## src/abdd_pkg.sv

```systemverilog
`timescale 1ns / 1ps
// ----------------------------------------------------------------------------
// abdd_pkg
// Shared constants, register codes and the exp2 table for the anchor box
// delta decoder.
// ----------------------------------------------------------------------------
package abdd_pkg;

    localparam int COORD_WIDTH_DEF     = 20;
    localparam int DELTA_FRAC_BITS_DEF = 12;

    localparam int DELTA_W    = 16;
    localparam int SCORE_W    = 16;
    localparam int SCALE_W    = 16;
    localparam int SCALE_FRAC = 8;

    // configuration register indexes
    localparam int CFG_IDX_W = 3;
    localparam logic [CFG_IDX_W-1:0] CFG_DELTA_CLIP   = 3'd0;
    localparam logic [CFG_IDX_W-1:0] CFG_MIN_SIDE     = 3'd1;
    localparam logic [CFG_IDX_W-1:0] CFG_IMAGE_HEIGHT = 3'd2;
    localparam logic [CFG_IDX_W-1:0] CFG_IMAGE_WIDTH  = 3'd3;
    localparam logic [CFG_IDX_W-1:0] CFG_IMAGE_SCALE  = 3'd4;

    localparam logic signed [DELTA_W-1:0] DELTA_CLIP_RST  = 16'sd16937;
    localparam logic [SCALE_W-1:0]        IMAGE_SCALE_RST = 16'd256;

    localparam logic signed [SCORE_W-1:0] SCORE_DROP = 16'sh8000;

    // exp approximation
    localparam int LOG2E_Q16  = 94548;
    localparam int LOG2E_W    = 17;
    localparam int LN2_Q16    = 45426;
    localparam int LN2_W      = 16;
    localparam int TAB_W      = 17;
    localparam int TAB_IDX_W  = 4;
    localparam int FRAC_LO_W  = 12;
    localparam int CORR_SHIFT = 32;

    localparam int SHIFT_SAT_MAX  = 20;
    localparam int SHIFT_ZERO_MIN = -40;
    localparam int PW_SAT_BIT     = 60;

    localparam int AXIS_STAGES  = 8;
    localparam int TOTAL_STAGES = AXIS_STAGES + 1;

    // 2^(j/16) in Q.16
    function automatic logic [TAB_W-1:0] exp2_tab(input logic [TAB_IDX_W-1:0] j);
        logic [TAB_W-1:0] v;
        case (j)
            4'd0:    v = 17'd65536;
            4'd1:    v = 17'd68438;
            4'd2:    v = 17'd71468;
            4'd3:    v = 17'd74632;
            4'd4:    v = 17'd77936;
            4'd5:    v = 17'd81386;
            4'd6:    v = 17'd84990;
            4'd7:    v = 17'd88752;
            4'd8:    v = 17'd92682;
            4'd9:    v = 17'd96785;
            4'd10:   v = 17'd101070;
            4'd11:   v = 17'd105545;
            4'd12:   v = 17'd110218;
            4'd13:   v = 17'd115098;
            4'd14:   v = 17'd120194;
            4'd15:   v = 17'd125515;
            default: v = 17'd65536;
        endcase
        return v;
    endfunction

endpackage

```

## src/abdd_axis.sv

```systemverilog
`timescale 1ns / 1ps
// ----------------------------------------------------------------------------
// abdd_axis
// One axis of the box decode: size, centre shift, exp scaling of the size,
// rounding and clamping of both corners. Eight register stages, each loaded
// by its own enable from the top level.
// ----------------------------------------------------------------------------
module abdd_axis import abdd_pkg::*; #(
    parameter int COORD_WIDTH     = COORD_WIDTH_DEF,
    parameter int DELTA_FRAC_BITS = DELTA_FRAC_BITS_DEF
) (
    input  logic                          i_clk,
    input  logic [AXIS_STAGES-1:0]        i_en,
    input  logic signed [COORD_WIDTH-1:0] i_lo,
    input  logic signed [COORD_WIDTH-1:0] i_hi,
    input  logic signed [DELTA_W-1:0]     i_shift,
    input  logic signed [DELTA_W-1:0]     i_scale,
    input  logic signed [DELTA_W-1:0]     i_clip,
    input  logic [COORD_WIDTH-2:0]        i_limit,
    output logic [COORD_WIDTH-2:0]        o_lo,
    output logic [COORD_WIDTH-2:0]        o_hi
);

    localparam int CW     = COORD_WIDTH;
    localparam int S      = DELTA_FRAC_BITS;
    localparam int FS     = S + TAB_IDX_W + FRAC_LO_W;
    localparam int T_W    = DELTA_W + LOG2E_W + 1;
    localparam int K_W    = (T_W - FS + 3 > 8) ? T_W - FS + 3 : 8;
    localparam int SD_W   = CW + DELTA_W;
    localparam int CB_W   = CW + S + 1;
    localparam int C_W    = ((CB_W > SD_W) ? CB_W : SD_W) + 1;
    localparam int TR_W   = TAB_W + FRAC_LO_W;
    localparam int CP_W   = TR_W + LN2_W;
    localparam int CA_W   = CP_W - CORR_SHIFT;
    localparam int M_W    = TAB_W + 1;
    localparam int PROD_W = CW + M_W;
    localparam int SH_W   = (PROD_W + SHIFT_SAT_MAX + 1 > PW_SAT_BIT + 2) ?
                            PROD_W + SHIFT_SAT_MAX + 1 : PW_SAT_BIT + 2;
    localparam int PM_W   = PW_SAT_BIT + 1;
    localparam int P_W    = PW_SAT_BIT + 2;
    localparam int SUM_W  = ((C_W + 1 > P_W) ? C_W + 1 : P_W) + 2;

    localparam logic signed [CW-1:0]      SIZE_MAX  = {1'b0, {(CW-1){1'b1}}};
    localparam logic signed [CW-1:0]      SIZE_MIN  = {1'b1, {(CW-1){1'b0}}};
    localparam logic signed [LOG2E_W:0]   LOG2E_S   = (LOG2E_W + 1)'(LOG2E_Q16);
    localparam logic signed [K_W-1:0]     K_SAT     = K_W'(SHIFT_SAT_MAX);
    localparam logic signed [K_W-1:0]     K_ZERO    = K_W'(SHIFT_ZERO_MIN);
    localparam logic signed [K_W-1:0]     K_OFS     = K_W'(S - 16);
    localparam logic [PM_W-1:0]           P_SAT     = {1'b1, {(PM_W-1){1'b0}}};
    localparam logic signed [SUM_W-1:0]   HALF_LSB  = SUM_W'(2 ** S);

    function automatic logic [CW-2:0] clamp(input logic signed [SUM_W-1:0] v,
                                            input logic [CW-2:0] lim);
        logic [CW-2:0] res;
        if (v[SUM_W-1]) begin
            res = '0;
        end else if (v > $signed(SUM_W'(lim))) begin
            res = lim;
        end else begin
            res = v[CW-2:0];
        end
        return res;
    endfunction

    // ---- stage 0: saturated size, capped scale delta
    logic signed [CW:0]        s0_diff;
    logic signed [CW-1:0]      s0_size;
    logic signed [DELTA_W-1:0] s0_e;

    logic signed [CW-1:0]      r0_lo;
    logic signed [CW-1:0]      r0_size;
    logic signed [DELTA_W-1:0] r0_d;
    logic signed [DELTA_W-1:0] r0_e;

    always_comb begin
        s0_diff = {i_hi[CW-1], i_hi} - {i_lo[CW-1], i_lo};
        if (s0_diff[CW] != s0_diff[CW-1]) begin
            s0_size = s0_diff[CW] ? SIZE_MIN : SIZE_MAX;
        end else begin
            s0_size = s0_diff[CW-1:0];
        end
        s0_e = (i_scale > i_clip) ? i_clip : i_scale;
    end

    always_ff @(posedge i_clk) begin
        if (i_en[0]) begin
            r0_lo   <= i_lo;
            r0_size <= s0_size;
            r0_d    <= i_shift;
            r0_e    <= s0_e;
        end
    end

    // ---- stage 1: log2 scaling, size * shift, centre base
    logic signed [T_W-1:0]  s1_t;
    logic signed [SD_W-1:0] s1_sd;
    logic signed [CB_W-1:0] s1_cb;

    logic signed [T_W-1:0]  r1_t;
    logic [CW-1:0]          r1_mag;
    logic                   r1_neg;
    logic signed [SD_W-1:0] r1_sd;
    logic signed [CB_W-1:0] r1_cb;

    assign s1_t  = r0_e * LOG2E_S;
    assign s1_sd = r0_size * r0_d;
    assign s1_cb = (CB_W'(r0_lo) <<< S) + (CB_W'(r0_size) <<< (S - 1));

    always_ff @(posedge i_clk) begin
        if (i_en[1]) begin
            r1_t   <= s1_t;
            r1_mag <= r0_size[CW-1] ? CW'(-r0_size) : CW'(r0_size);
            r1_neg <= r0_size[CW-1];
            r1_sd  <= s1_sd;
            r1_cb  <= s1_cb;
        end
    end

    // ---- stage 2: split exponent into integer shift and table index, centre sum, table * fraction
    logic [TAB_W-1:0]       s2_tj;
    logic [FRAC_LO_W-1:0]   s2_r;

    logic signed [C_W-1:0]  r2_c;
    logic signed [K_W-1:0]  r2_k;
    logic [TAB_W-1:0]       r2_tj;
    logic [TR_W-1:0]        r2_tr;
    logic [CW-1:0]          r2_mag;
    logic                   r2_neg;

    assign s2_tj = exp2_tab(r1_t[FS-1:FS-TAB_IDX_W]);
    assign s2_r  = r1_t[S+FRAC_LO_W-1:S];

    always_ff @(posedge i_clk) begin
        if (i_en[2]) begin
            r2_c   <= C_W'(r1_cb) + C_W'(r1_sd);
            r2_k   <= K_W'($signed(r1_t[T_W-1:FS])) + K_OFS;
            r2_tj  <= s2_tj;
            r2_tr  <= TR_W'(s2_tj) * TR_W'(s2_r);
            r2_mag <= r1_mag;
            r2_neg <= r1_neg;
        end
    end

    // ---- stage 3: linear correction term
    logic [CP_W-1:0]        s3_cp;

    logic signed [C_W-1:0]  r3_c;
    logic signed [K_W-1:0]  r3_k;
    logic [TAB_W-1:0]       r3_tj;
    logic [CA_W-1:0]        r3_cadd;
    logic [CW-1:0]          r3_mag;
    logic                   r3_neg;

    assign s3_cp = CP_W'(r2_tr) * CP_W'(LN2_Q16);

    always_ff @(posedge i_clk) begin
        if (i_en[3]) begin
            r3_c    <= r2_c;
            r3_k    <= r2_k;
            r3_tj   <= r2_tj;
            r3_cadd <= s3_cp[CP_W-1:CORR_SHIFT];
            r3_mag  <= r2_mag;
            r3_neg  <= r2_neg;
        end
    end

    // ---- stage 4: mantissa
    logic signed [C_W-1:0]  r4_c;
    logic signed [K_W-1:0]  r4_k;
    logic [M_W-1:0]         r4_m;
    logic [CW-1:0]          r4_mag;
    logic                   r4_neg;

    always_ff @(posedge i_clk) begin
        if (i_en[4]) begin
            r4_c   <= r3_c;
            r4_k   <= r3_k;
            r4_m   <= M_W'(r3_tj) + M_W'(r3_cadd);
            r4_mag <= r3_mag;
            r4_neg <= r3_neg;
        end
    end

    // ---- stage 5: |size| * mantissa
    logic signed [C_W-1:0]  r5_c;
    logic signed [K_W-1:0]  r5_k;
    logic [PROD_W-1:0]      r5_prod;
    logic                   r5_neg;

    always_ff @(posedge i_clk) begin
        if (i_en[5]) begin
            r5_c    <= r4_c;
            r5_k    <= r4_k;
            r5_prod <= PROD_W'(r4_mag) * PROD_W'(r4_m);
            r5_neg  <= r4_neg;
        end
    end

    // ---- stage 6: power-of-two shift with saturation, restore sign
    logic [SH_W-1:0]        s6_shl;
    logic [PROD_W-1:0]      s6_shr;
    logic signed [K_W-1:0]  s6_nk;
    logic [PM_W-1:0]        s6_mag;
    logic signed [P_W-1:0]  s6_p;

    logic signed [C_W-1:0]  r6_c;
    logic signed [P_W-1:0]  r6_p;

    always_comb begin
        s6_nk  = -r5_k;
        s6_shl = SH_W'(r5_prod) << r5_k[4:0];
        s6_shr = r5_prod >> s6_nk[5:0];
        if (r5_prod == '0) begin
            s6_mag = '0;
        end else if (r5_k > K_SAT) begin
            s6_mag = P_SAT;
        end else if (!r5_k[K_W-1]) begin
            if (|s6_shl[SH_W-1:PW_SAT_BIT]) begin
                s6_mag = P_SAT;
            end else begin
                s6_mag = PM_W'(s6_shl[PW_SAT_BIT-1:0]);
            end
        end else if (r5_k < K_ZERO) begin
            s6_mag = '0;
        end else begin
            s6_mag = PM_W'(s6_shr);
        end
        s6_p = r5_neg ? -$signed({1'b0, s6_mag}) : $signed({1'b0, s6_mag});
    end

    always_ff @(posedge i_clk) begin
        if (i_en[6]) begin
            r6_c <= r5_c;
            r6_p <= s6_p;
        end
    end

    // ---- stage 7: corners, round half up, clamp
    logic signed [SUM_W-1:0] s7_c2;
    logic signed [SUM_W-1:0] s7_lo_num;
    logic signed [SUM_W-1:0] s7_hi_num;
    logic signed [SUM_W-1:0] s7_lo_q;
    logic signed [SUM_W-1:0] s7_hi_q;

    logic [CW-2:0]           r7_lo;
    logic [CW-2:0]           r7_hi;

    always_comb begin
        s7_c2     = SUM_W'(r6_c) <<< 1;
        s7_lo_num = s7_c2 - SUM_W'(r6_p) + HALF_LSB;
        s7_hi_num = s7_c2 + SUM_W'(r6_p) + HALF_LSB;
        s7_lo_q   = s7_lo_num >>> (S + 1);
        s7_hi_q   = s7_hi_num >>> (S + 1);
    end

    always_ff @(posedge i_clk) begin
        if (i_en[7]) begin
            r7_lo <= clamp(s7_lo_q, i_limit);
            r7_hi <= clamp(s7_hi_q, i_limit);
        end
    end

    assign o_lo = r7_lo;
    assign o_hi = r7_hi;

endmodule

```

## config.mk

```make
export PLATFORM = sky130hd
export DESIGN_NAME = abdd_axis
export DESIGN_NICKNAME = d
export VERILOG_FILES = /design/src/abdd_pkg.sv /design/src/abdd_axis.sv
export SDC_FILE = /design/constraint.sdc
export NUM_CORES = 2
export LEC_CHECK = 0
export BUFFER_PORTS_ARGS = -buffer_cell sky130_fd_sc_hd__buf_2
export CORE_ASPECT_RATIO = 1.75
export CORE_MARGIN = 1.5
export CORE_UTILIZATION = 55
export DETAILED_ROUTE_END_ITERATION = 7
export PLACE_DENSITY = 0.68
export SYNTH_ARGS = -nofsm -noshare
export SYNTH_HDL_FRONTEND = slang
export SYNTH_SLANG_ARGS = --single-unit
```

## constraint.sdc

```tcl
create_clock -name i_clk -period 16.6 [get_ports i_clk]
set_input_delay 0 -clock i_clk [delete_from_list [all_inputs] [get_ports i_clk]]
set_output_delay 0 -clock i_clk [all_outputs]
set_load 0.03 [all_outputs]
```

==> impl_metrics.csv <==
group,metric,value,unit
clock_tree,numCtsBuffers,69,
clock_tree,post_cts.repair.setup_buffers,0,
synth,synth.area.top_cells,"edfxtp_1 24%, fa_1 24%, ha_1 14%",
grt,grt_pass1_vias,66000,
die,core,151000,um^2
setup_path,critPathMaxFanout,20,
final_layout,nNetsFinal,10500,
timing,grt_setup_unrepaired,"no",
clock_tree,clkSinkCount,695,
grt,overflow,0,
die,ios,154,
place,place_congestion,0.999,
setup_path,crit_chain,"ha_1 > inv_1 > ha_1 > o21ai_0 > a22oi_1 > o2bb2ai_1 > o31ai_1 > nand3_1 > a31oi_1 > o21ai_0 > xor2_1 > ha_1 > nand2_1 > nor4_1 > a221oi_1 > a21o_1 > o2111ai_1 > a2111oi_0 > o211ai_1 > nor4_1 > nand4_1 > o31a_1 > o21ba_2",
synth,yosysTopAreaCellShare,0.244,
final_layout,postLayoutCellArea,90000,um^2
place,io_buffers,153,
die,die-area,155000,um^2
timing,hold_ws,45.6,ps
route,drc_errors,0,
grt,track_usage,0.305,
grt,antenna_found_initial,5,
timing,worstMarginPinSlew,1140,ps
route,vias,61100,
timing,finClkSkew,45.9,ps
setup_path,crit_arrival,8170,ps
route,drtAntennaViolNets,0,
setup_path,cp.required,17040,ps
synth,netlist_area,83700,um^2
clock_tree,clock_latency,700,ps
synth,syn_inst,8303,
die,fp.dieW,298,um
setup_path,cp-start-kind,"flop",
setup_path,crit_buf_inv,1,
synth,synth_ff_type,"edfxtp_1",
hold_path,hp-class,"in -> reg",
clock_tree,clkSlewWorstSetupHoldPaths,70,ps
place,dp_hpwl,186,mm
clock_tree,cts_root_buf,"clkbuf_16",
final_layout,most-common-layout-cells,"1523 x inv_1, 993 x fa_1, 937 x ha_1, 802 x nand2_1, 679 x edfxtp_1",
route,wire_per_inst,22.1,um
timing,final.setup.worst_slack,8860,ps
clock_tree,cts_buffer_depth,3,
timing,period_minus_slack,7740,ps
die,num_rows,189,
timing,max_slew_margin,0.236,
synth,async_flop_share,0,
synth,synth.largest_area_cell,"edfxtp_1",
synth,synth.distinct_cells,104,
clock_tree,cts_hold_buffers,136,
run_status,status,"completed",
timing,setup_viol,0,
timing,drv_slew,0,
place,postPlaceCellArea,86200,um^2
setup_path,path_class,"reg -> reg",
place,pre_cts_ws,8990,ps
timing,finalCritPeriodShare,0.466,
die,start_util,0.553,
clock_tree,h-tree-depth,3,
timing,timing_hold_violations_final,0,
clock_tree,cts_tree,"yes",
synth,yosysSeqAreaShare,0.247,
flow_run,maxCapViolCount,0,
final_layout,drive_gt1_frac,0.0619,
setup_path,slowest_delay,940,ps
synth,synth_warnings,0,
route,vias_per_cell,5.84,
setup_path,crit_family,"compound AO/OA/AOI/OAI gates",
final_layout,syn2layout_area_growth,7.45,%
timing,fmax,0.129,GHz
setup_path,cp-end-kind,"flop",
grt,grt_pass1_wl,363,mm
final_layout,final_common_cell,"inv_1",
route,drt_wl_total,232,mm
route,firstDrtPassIters,8,
timing,fin_setup_tns,0,ps
synth,avgSynthCellArea,10.1,um^2
clock_tree,post_cts_resized,0,
grt,grt_max_degree,77,
setup_path,crit_path_top_delay_cell,"nand4_1",
route,first_iter_violations,3677,
synth,ys_ff_latch,695,
synth,synth_edf_count,679,
die,die_h,519,um
setup_path,cp_common_cell,"ha_1",
synth,synth_fp_nets,10300,
-- cell type report --
cell class | count | area [um^2]
fillers | 12800 | 61400
multi-input cells | 5765 | 56000
flip-flops and latches | 695 | 20700
inverters | 1527 | 5730
repair buffers | 353 | 2630
well taps | 2005 | 2510
clock buffers | 76 | 1750
clock inverters | 48 | 618
diodes | 3 | 7.51
-- worst paths after layout --
path	from	endpoint	slack, ps	depth (start not counted)
max	r6_c[3]$_DFFE_PP_	o_hi[0]$_SDFFCE_PN0P_	8860	23
min	i_shift[3]	r0_d[3]$_DFFE_PP_	50	2
max reg2reg	r6_c[3]$_DFFE_PP_	o_hi[0]$_SDFFCE_PN0P_	8860	23
min reg2reg	r1_mag[5]$_DFFE_PP_	r2_mag[5]$_DFFE_PP_	390	0
-- layer usage --
metal	global-route usage	share of wire	wire [um]
met1	0.303	0.33	76700
met3	0.0340	0.041	9570
met2	0.579	0.54	126000
met5	0	0	0
met4	0.222	0.084	19500
-- Yosys cell counts, types with 74 or more instances --
cell type	count
a21o_1	92
a21oi_1	371
and2_1	380
clkbuf_1	264
edfxtp_1	679
fa_1	993
ha_1	937
inv_1	1523
mux2i_1	111
mux4_2	74
nand2_1	802
nand3_1	94
nand4_1	91
nor2_1	304
nor3_1	86
o21ai_0	231
xnor2_1	254
xor2_1	85
-- registers in the layout, indices dropped and copies added (netlist names), 19 cells and up --
register,count
r1_cb,21
r3_c,37
r6_p,62
r1_mag,20
r2_c,37
r5_prod,38
r4_mag,20
r1_t,22
o_lo,19
r6_c,37
r4_c,37
o_hi,19
r1_sd,36
r3_mag,20
r0_size,20
r2_tr,29
r0_lo,20
r5_c,37
r2_mag,20
-- cell families after synthesis --
| group | Yosys count | synth area share |
|---|---|---|
| DFF | 695 | 0.247 |
| xor gates and xnor gates | 340 | 0.0357 |
| adders and majority gates | 1930 | 0.377 |
| muxes | 253 | 0.0441 |
| buffers and inverters | 1843 | 0.0841 |
| AOI/OAI and AO/OA | 1202 | 0.0926 |
| and+or+nand+nor | 2040 | 0.119 |
-- worst reg2reg max path, delay by kind of cell (launching register included) --
family                   cells  cell delay (ps)
flip-flops                   1              400
AO/OA/AOI/OAI               13             4030
XOR/XNOR                     1              350
buffers and inverters        1               40
AND/OR/NAND/NOR              5             1780
adder cells (fa/ha/maj)      3              880
-- stage by stage --
| step | std cells | utilization |
|---|---|---|
| final | 10500 | 0.594 |
| after global routing | 10500 | 0.594 |
| after CTS | 10500 | 0.594 |
| after detailed placement | 10200 | 0.570 |
| after global placement | 10200 | 0.570 |
| after floorplan | 8303 | - |
Power is left out: the tool's default activity adds up to more than one toggle a clock period on the data nets, which glitch-free logic cannot reach.
